<file path="config.mk">
export PLATFORM = sky130hd
export DESIGN_NAME = ppclsu_ctrl
export DESIGN_NICKNAME = d
export VERILOG_FILES = /design/src/hdl/ppclsu_pkg.sv /design/src/hdl/ppclsu_ctrl.sv
export SDC_FILE = /design/constraint.sdc
export NUM_CORES = 1
export LEC_CHECK = 0
export ABC_AREA = 0
export ABC_CLOCK_PERIOD_IN_PS = 2000
export BUFFER_PORTS_ARGS = -buffer_cell sky130_fd_sc_hd__buf_2
export CELL_PAD_IN_SITES_DETAIL_PLACEMENT = 0
export CELL_PAD_IN_SITES_GLOBAL_PLACEMENT = 1
export CORE_UTILIZATION = 25
export DETAILED_ROUTE_END_ITERATION = 10
export GPL_TIMING_DRIVEN = 0
export PLACE_DENSITY_LB_ADDON = 0.1
export SKIP_CTS_REPAIR_TIMING = 1
export SLEW_MARGIN = 25
export SYNTH_ARGS = -nofsm -noshare
export SYNTH_HDL_FRONTEND = slang
export SYNTH_SLANG_ARGS = --single-unit
</file>
<file path="constraint.sdc">
create_clock -name clk -period 2 [get_ports clk]
set_clock_uncertainty 0.2 [all_clocks]
set_input_delay 0.4 -clock clk [delete_from_list [all_inputs] [get_ports clk]]
set_output_delay 0.4 -clock clk [all_outputs]
set_load 0.005 [all_outputs]
</file>
<file path="src/hdl/ppclsu_pkg.sv">
// Shared types, codes and decode function for the integer load/store unit.
package ppclsu_pkg;

  typedef enum logic [4:0] {
    OP_STW   = 5'd0,
    OP_STWX  = 5'd1,
    OP_STWUX = 5'd2,
    OP_STH   = 5'd3,
    OP_STHX  = 5'd4,
    OP_STB   = 5'd5,
    OP_STBX  = 5'd6,
    OP_STBU  = 5'd7,
    OP_STWU  = 5'd8,
    OP_LWZ   = 5'd9,
    OP_LHZ   = 5'd10,
    OP_LBZX  = 5'd11,
    OP_LHA   = 5'd12,
    OP_LHZX  = 5'd13,
    OP_LBZ   = 5'd14,
    OP_LBZU  = 5'd15,
    OP_LWZU  = 5'd16,
    OP_LWZX  = 5'd17,
    OP_LWZUX = 5'd18,
    OP_LWBRX = 5'd19,
    OP_STMW  = 5'd20,
    OP_LMW   = 5'd21
  } op_t;

  // Address forms: (rA|0)+d, rA+d with GPR0 taken as-is, (rA|0)+rB
  typedef enum logic [1:0] {
    AM_BASE0_D,
    AM_RAW_D,
    AM_BASE0_X
  } amode_t;

  localparam logic [1:0] SZ_BYTE = 2'd0;
  localparam logic [1:0] SZ_HALF = 2'd1;
  localparam logic [1:0] SZ_WORD = 2'd3;

  typedef struct packed {
    logic       legal;
    amode_t     amode;
    logic [1:0] size_m1;
    logic       store;
    logic       update;
    logic       sext;
    logic       brev;
    logic       multi;
  } dec_t;

  typedef enum logic [1:0] {
    RS_BASE,
    RS_INDEX,
    RS_CUR
  } rsel_t;

  typedef enum logic [3:0] {
    ST_CLEAR,
    ST_IDLE,
    ST_RD_A,
    ST_RD_B,
    ST_RD_S,
    ST_ADDR,
    ST_MOD,
    ST_MEM,
    ST_MEM_END,
    ST_EMIT,
    ST_WB_A,
    ST_NEXT_RD,
    ST_NEXT_CAP
  } state_t;

  typedef struct packed {
    logic  accept;
    rsel_t rsel;
    logic  cap_a;
    logic  cap_b;
    logic  cap_s;
    logic  addr;
    logic  mem_step;
    logic  emit;
    logic  wb_a;
    logic  next_word;
    logic  clr;
  } cmd_t;

  typedef struct packed {
    dec_t dec;
    logic mod_done;
    logic byte_last;
    logic clr_last;
    logic out_free;
    logic reg_last;
  } stat_t;

  function automatic dec_t decode(input logic [4:0] mode);
    dec_t d;
    d = '{legal: 1'b1, amode: AM_BASE0_D, size_m1: SZ_WORD, store: 1'b0,
          update: 1'b0, sext: 1'b0, brev: 1'b0, multi: 1'b0};
    case (op_t'(mode))
      OP_STW: begin
        d.store = 1'b1;
      end
      OP_STWX: begin
        d.amode = AM_BASE0_X; d.store = 1'b1;
      end
      OP_STWUX: begin
        d.amode = AM_BASE0_X; d.store = 1'b1; d.update = 1'b1;
      end
      OP_STH: begin
        d.size_m1 = SZ_HALF; d.store = 1'b1;
      end
      OP_STHX: begin
        d.amode = AM_BASE0_X; d.size_m1 = SZ_HALF; d.store = 1'b1;
      end
      OP_STB: begin
        d.size_m1 = SZ_BYTE; d.store = 1'b1;
      end
      OP_STBX: begin
        d.amode = AM_BASE0_X; d.size_m1 = SZ_BYTE; d.store = 1'b1;
      end
      OP_STBU: begin
        d.amode = AM_RAW_D; d.size_m1 = SZ_BYTE; d.store = 1'b1; d.update = 1'b1;
      end
      OP_STWU: begin
        d.amode = AM_RAW_D; d.store = 1'b1; d.update = 1'b1;
      end
      OP_LWZ: begin
      end
      OP_LHZ: begin
        d.size_m1 = SZ_HALF;
      end
      OP_LBZX: begin
        d.amode = AM_BASE0_X; d.size_m1 = SZ_BYTE;
      end
      OP_LHA: begin
        d.size_m1 = SZ_HALF; d.sext = 1'b1;
      end
      OP_LHZX: begin
        d.amode = AM_BASE0_X; d.size_m1 = SZ_HALF;
      end
      OP_LBZ: begin
        d.size_m1 = SZ_BYTE;
      end
      OP_LBZU: begin
        d.amode = AM_RAW_D; d.size_m1 = SZ_BYTE; d.update = 1'b1;
      end
      OP_LWZU: begin
        d.amode = AM_RAW_D; d.update = 1'b1;
      end
      OP_LWZX: begin
        d.amode = AM_BASE0_X;
      end
      OP_LWZUX: begin
        d.amode = AM_BASE0_X; d.update = 1'b1;
      end
      OP_LWBRX: begin
        d.amode = AM_BASE0_X; d.brev = 1'b1;
      end
      OP_STMW: begin
        d.store = 1'b1; d.multi = 1'b1;
      end
      OP_LMW: begin
        d.multi = 1'b1;
      end
      default: begin
        d.legal = 1'b0;
      end
    endcase
    return d;
  endfunction

endpackage

</file>
<file path="src/hdl/ppclsu_ctrl.sv">
// Sequencing state machine of the load/store unit.
module ppclsu_ctrl import ppclsu_pkg::*; (
  input  logic  clk,
  input  logic  rst,
  input  logic  req_valid,
  output logic  req_ready,
  input  stat_t stat,
  output cmd_t  cmd
);

  state_t state, state_next;

  always_ff @(posedge clk) begin
    if (rst) begin
      state <= ST_CLEAR;
    end else begin
      state <= state_next;
    end
  end

  always_comb begin
    state_next = state;
    case (state)
      ST_CLEAR: begin
        if (stat.clr_last) state_next = ST_IDLE;
      end
      ST_IDLE: begin
        if (req_valid) state_next = ST_RD_A;
      end
      ST_RD_A: begin
        state_next = stat.dec.legal ? ST_RD_B : ST_IDLE;
      end
      ST_RD_B:     state_next = ST_RD_S;
      ST_RD_S:     state_next = ST_ADDR;
      ST_ADDR:     state_next = ST_MOD;
      ST_MOD: begin
        if (stat.mod_done) state_next = ST_MEM;
      end
      ST_MEM: begin
        if (stat.byte_last) state_next = ST_MEM_END;
      end
      ST_MEM_END:  state_next = ST_EMIT;
      ST_EMIT: begin
        if (stat.out_free) begin
          if (stat.dec.update) begin
            state_next = ST_WB_A;
          end else if (stat.dec.multi && !stat.reg_last) begin
            state_next = ST_NEXT_RD;
          end else begin
            state_next = ST_IDLE;
          end
        end
      end
      ST_WB_A:     state_next = ST_IDLE;
      ST_NEXT_RD:  state_next = ST_NEXT_CAP;
      ST_NEXT_CAP: state_next = ST_MEM;
      default:     state_next = ST_CLEAR;
    endcase
  end

  always_comb begin
    cmd       = '0;
    cmd.rsel  = RS_CUR;
    req_ready = 1'b0;
    case (state)
      ST_CLEAR: cmd.clr = 1'b1;
      ST_IDLE: begin
        req_ready  = 1'b1;
        cmd.accept = req_valid;
      end
      ST_RD_A: cmd.rsel = RS_BASE;
      ST_RD_B: begin
        cmd.rsel  = RS_INDEX;
        cmd.cap_a = 1'b1;
      end
      ST_RD_S: begin
        cmd.rsel  = RS_CUR;
        cmd.cap_b = 1'b1;
      end
      ST_ADDR: begin
        cmd.cap_s = 1'b1;
        cmd.addr  = 1'b1;
      end
      ST_MEM: cmd.mem_step = 1'b1;
      ST_EMIT: begin
        cmd.emit      = stat.out_free;
        cmd.next_word = stat.out_free && !stat.dec.update && stat.dec.multi &&
                        !stat.reg_last;
      end
      ST_WB_A: cmd.wb_a = 1'b1;
      ST_NEXT_RD: cmd.rsel = RS_CUR;
      ST_NEXT_CAP: cmd.cap_s = 1'b1;
      default: begin
      end
    endcase
  end

endmodule

</file>
==> impl_metrics.toml <==
[outcome]
status = "finished, violations left"
violations = "negative setup slack"

[synthesis]
synth_top_area_frac = 0.1768
synth_ff_type = "dfxtp_1"
yosysTopAreaCell = "dfxtp_1"
synthCells = 67
synthTopCellsByArea = "dfxtp_1 18%, a21oi_1 8.8%, nor2_1 8.3%"
synthesis.area_um2 = 452.9
ys_seq_area_frac = 0.1768
async_flop_share = 0
ys.warnings.count = 0
synth_seq_cells = 4
synth_nets = 85
ys_types = 29
synth_edf_count = 0
postSynthAreaPerCell_um2 = 6.760

[final_layout]
diodes = 0
layout.cells.non_filler = 117
reg_top3 = "state x4"
nNetsFinal = 112
drive_above_1_share = 0.4348
area.growth.synth_to_final_pct = 40.61
fillers = 196
largest_reg_flops = 4
regMostFlops = "state"

[sta]
finalSetupTns_ns = -0.01038
slew_headroom = 0.8206
period_minus_slack_ns = 2.010
fmax_ghz = 0.4974
fin_ws_ns = -0.01038
tightest_slew_ns = 0.2657
setup_violations = 1
finalCritPeriodShare = 1.005
maxSlewViolCount = 0
hold_violations = 0
rsz0062_at_grt = "true"

[place]
gp_congestion = 0.7088
dpl.cell_count = 115
hpwlAfterDp_um = 1014
portBuffers = 23

[floorplanning]
pin_count = 31
initial_utilization = 0.2652
die_h_um = 44.57
core_mm2 = 0.001708
die_w_um = 44.57
rows = 15
die_area_mm2 = 0.001986

[global_route]
grt_usage = 0.1386
grt.overflow.total = 0
grt_pass1_wl_um = 2007
grt_pass1_vias = 463
antenna_found_initial = 0
grt_max_degree = 11

[critical_path]
end_kind = "output pin"
worstPathRequired_ns = 1.40
crit_arrival_ns = 1.41
r2r_cells = 5
reg2reg_to = "state[0]$_SDFFE_PP0P_"
slowest_delay_ns = 0.33
crit_chain = "buf_6 -> or2_4 -> nor3_4 -> nor3b_2 -> buf_2"
crit_type = "reg2out"
worstSetupStartpointType = "flip-flop"
rrSetupSlack_ns = 0.25
r2r-start = "state[1]$_SDFFE_PP0P_"
path_max_fanout = 10
critPathBufInv = 2
cp_slowest_cell = "dfxtp_2"
critPathTopFamily = "simple AND/OR/NAND/NOR gates"

[clock_network]
clk_latency_ns = 0.23
cts.reportedPaths.clkPinSlew_ns = 0.04
h-tree-depth = 1
cts_buffer_depth = 2
clock_sinks = 4
cts_tree = "done"
clockRootBuffer = "clkbuf_4"
cts_buffers = 3

[power]
static-leakage-power_nw = 0.2713
ir_drop_v = 0.0005698
p_per_area_mw_per_mm2 = 633.6

[hold_path]
hold_path_depth = 2
hp-class = "in2reg"
hp-start = "rst"
min_to = "state[3]$_SDFFE_PP0P_"

[routing]
vias_per_cell = 4.718
dr_total_vias = 552
antenna_left = 0
drc = 0
wl_um = 1292
first_pass_iters = 4
drt_iter0_drc = 4
wl_per_cell_um = 11.04

[job]
maxCapViolCount = 0
[how the worst max path moves through the flow]
stage                                from  slack [ns]  cells after the start  endpoint
floorplan           state[1]$_SDFFE_PP0P_        0.25                      4    cmd[1]
finish              state[2]$_SDFFE_PP0P_       -0.01                      5    cmd[1]
detailed placement  state[1]$_SDFFE_PP0P_        0.11                      5    cmd[1]
CTS                 state[1]$_SDFFE_PP0P_       -0.14                      5    cmd[1]
global placement    state[1]$_SDFFE_PP0P_        0.12                      5    cmd[1]
global route        state[2]$_SDFFE_PP0P_       -0.11                      5    cmd[1]
[stage by stage]
stage | setup WS [ns] | util | cell area (um^2) | power, W | hold slack, ns
after floorplan | 0.2499 | - | 452.9 | 0.0002404 | 0.2691
after global placement | 0.1220 | 0.3509 | 599.3 | 0.0003041 | 0.4321
after detailed placement | 0.1117 | 0.3509 | 599.3 | 0.0003072 | 0.4374
after CTS | -0.1412 | 0.3641 | 621.8 | 0.0004089 | 0.1938
after global routing | -0.1112 | 0.3729 | 636.9 | 0.0004392 | 0.1914
final | -0.01038 | 0.3729 | 636.9 | 0.0004035 | 0.2008
[Yosys cell counts (all sizes together), types with 2 or more instances]
| master | count |
|---|---|
| nand3b | 2 |
| buf | 5 |
| o21ai | 4 |
| nor2 | 10 |
| dfxtp | 4 |
| a21oi | 8 |
| nand2 | 6 |
| or3 | 2 |
| or2 | 2 |
| nand2b | 4 |
| nor3 | 6 |
[layout by cell type, fill, tap and decap left out, types with 2 or more instances in the layout]
master     n
buf_2     25
nor2_1    10
a21oi_1    8
nand2_1    6
nand2b_1   4
nor3_1     3
o21ai_0    3
clkbuf_4   3
nand3b_1   2
or3_1      2
nor3_2     2
dfxtp_1    2
dfxtp_2    2
[power breakdown]
part,internal [W],total (W),switching [W]
Sequential,0.0000914,0.000113,0.0000218
Clock,0.0000669,0.0000970,0.0000301
Combinational,0.0000927,0.000193,0.000101
Total,0.000251,0.000404,0.000153
[worst reg2reg max path: cells and delay by family, from the launching register on]
family	cells	cell delay, ns
AOI/OAI and AO/OA	2	0.33
and+or+nand+nor	3	0.72
DFF	1	0.38
[area by class of cell]
class | count | area [um^2] | area share
multi-input combinational | 57 | 352.8 | 0.5540
sequential | 4 | 82.58 | 0.1297
inverter | 1 | 3.754 | 0.005894
timing repair buffer | 23 | 115.1 | 0.1807
clock buffer | 3 | 22.52 | 0.03536
buffer | 4 | 28.78 | 0.04519
tap | 25 | 31.28 | 0.04912
[per-layer routing]
layer  track usage  vias to the layer above  routed length (um)
met1        0.1840                      245                 637
met2        0.2118                       17                 603
met3       0.03673                        0                  50
met5             0                        -                   0
met4       0.05455                        0                   0
li1              -                      290                   -
[cells by family (layout without fill, tap and decap cells)]
| logic type | after synthesis | in the layout | share of synthesized area |
|---|---|---|---|
| buf+inv | 6 | 31 | 0.06906 |
| flops | 4 | 4 | 0.1768 |
| simple gates | 39 | 39 | 0.5193 |
| compound gates | 18 | 18 | 0.2348 |
Note: power is estimated with default switching activity, not from simulation.
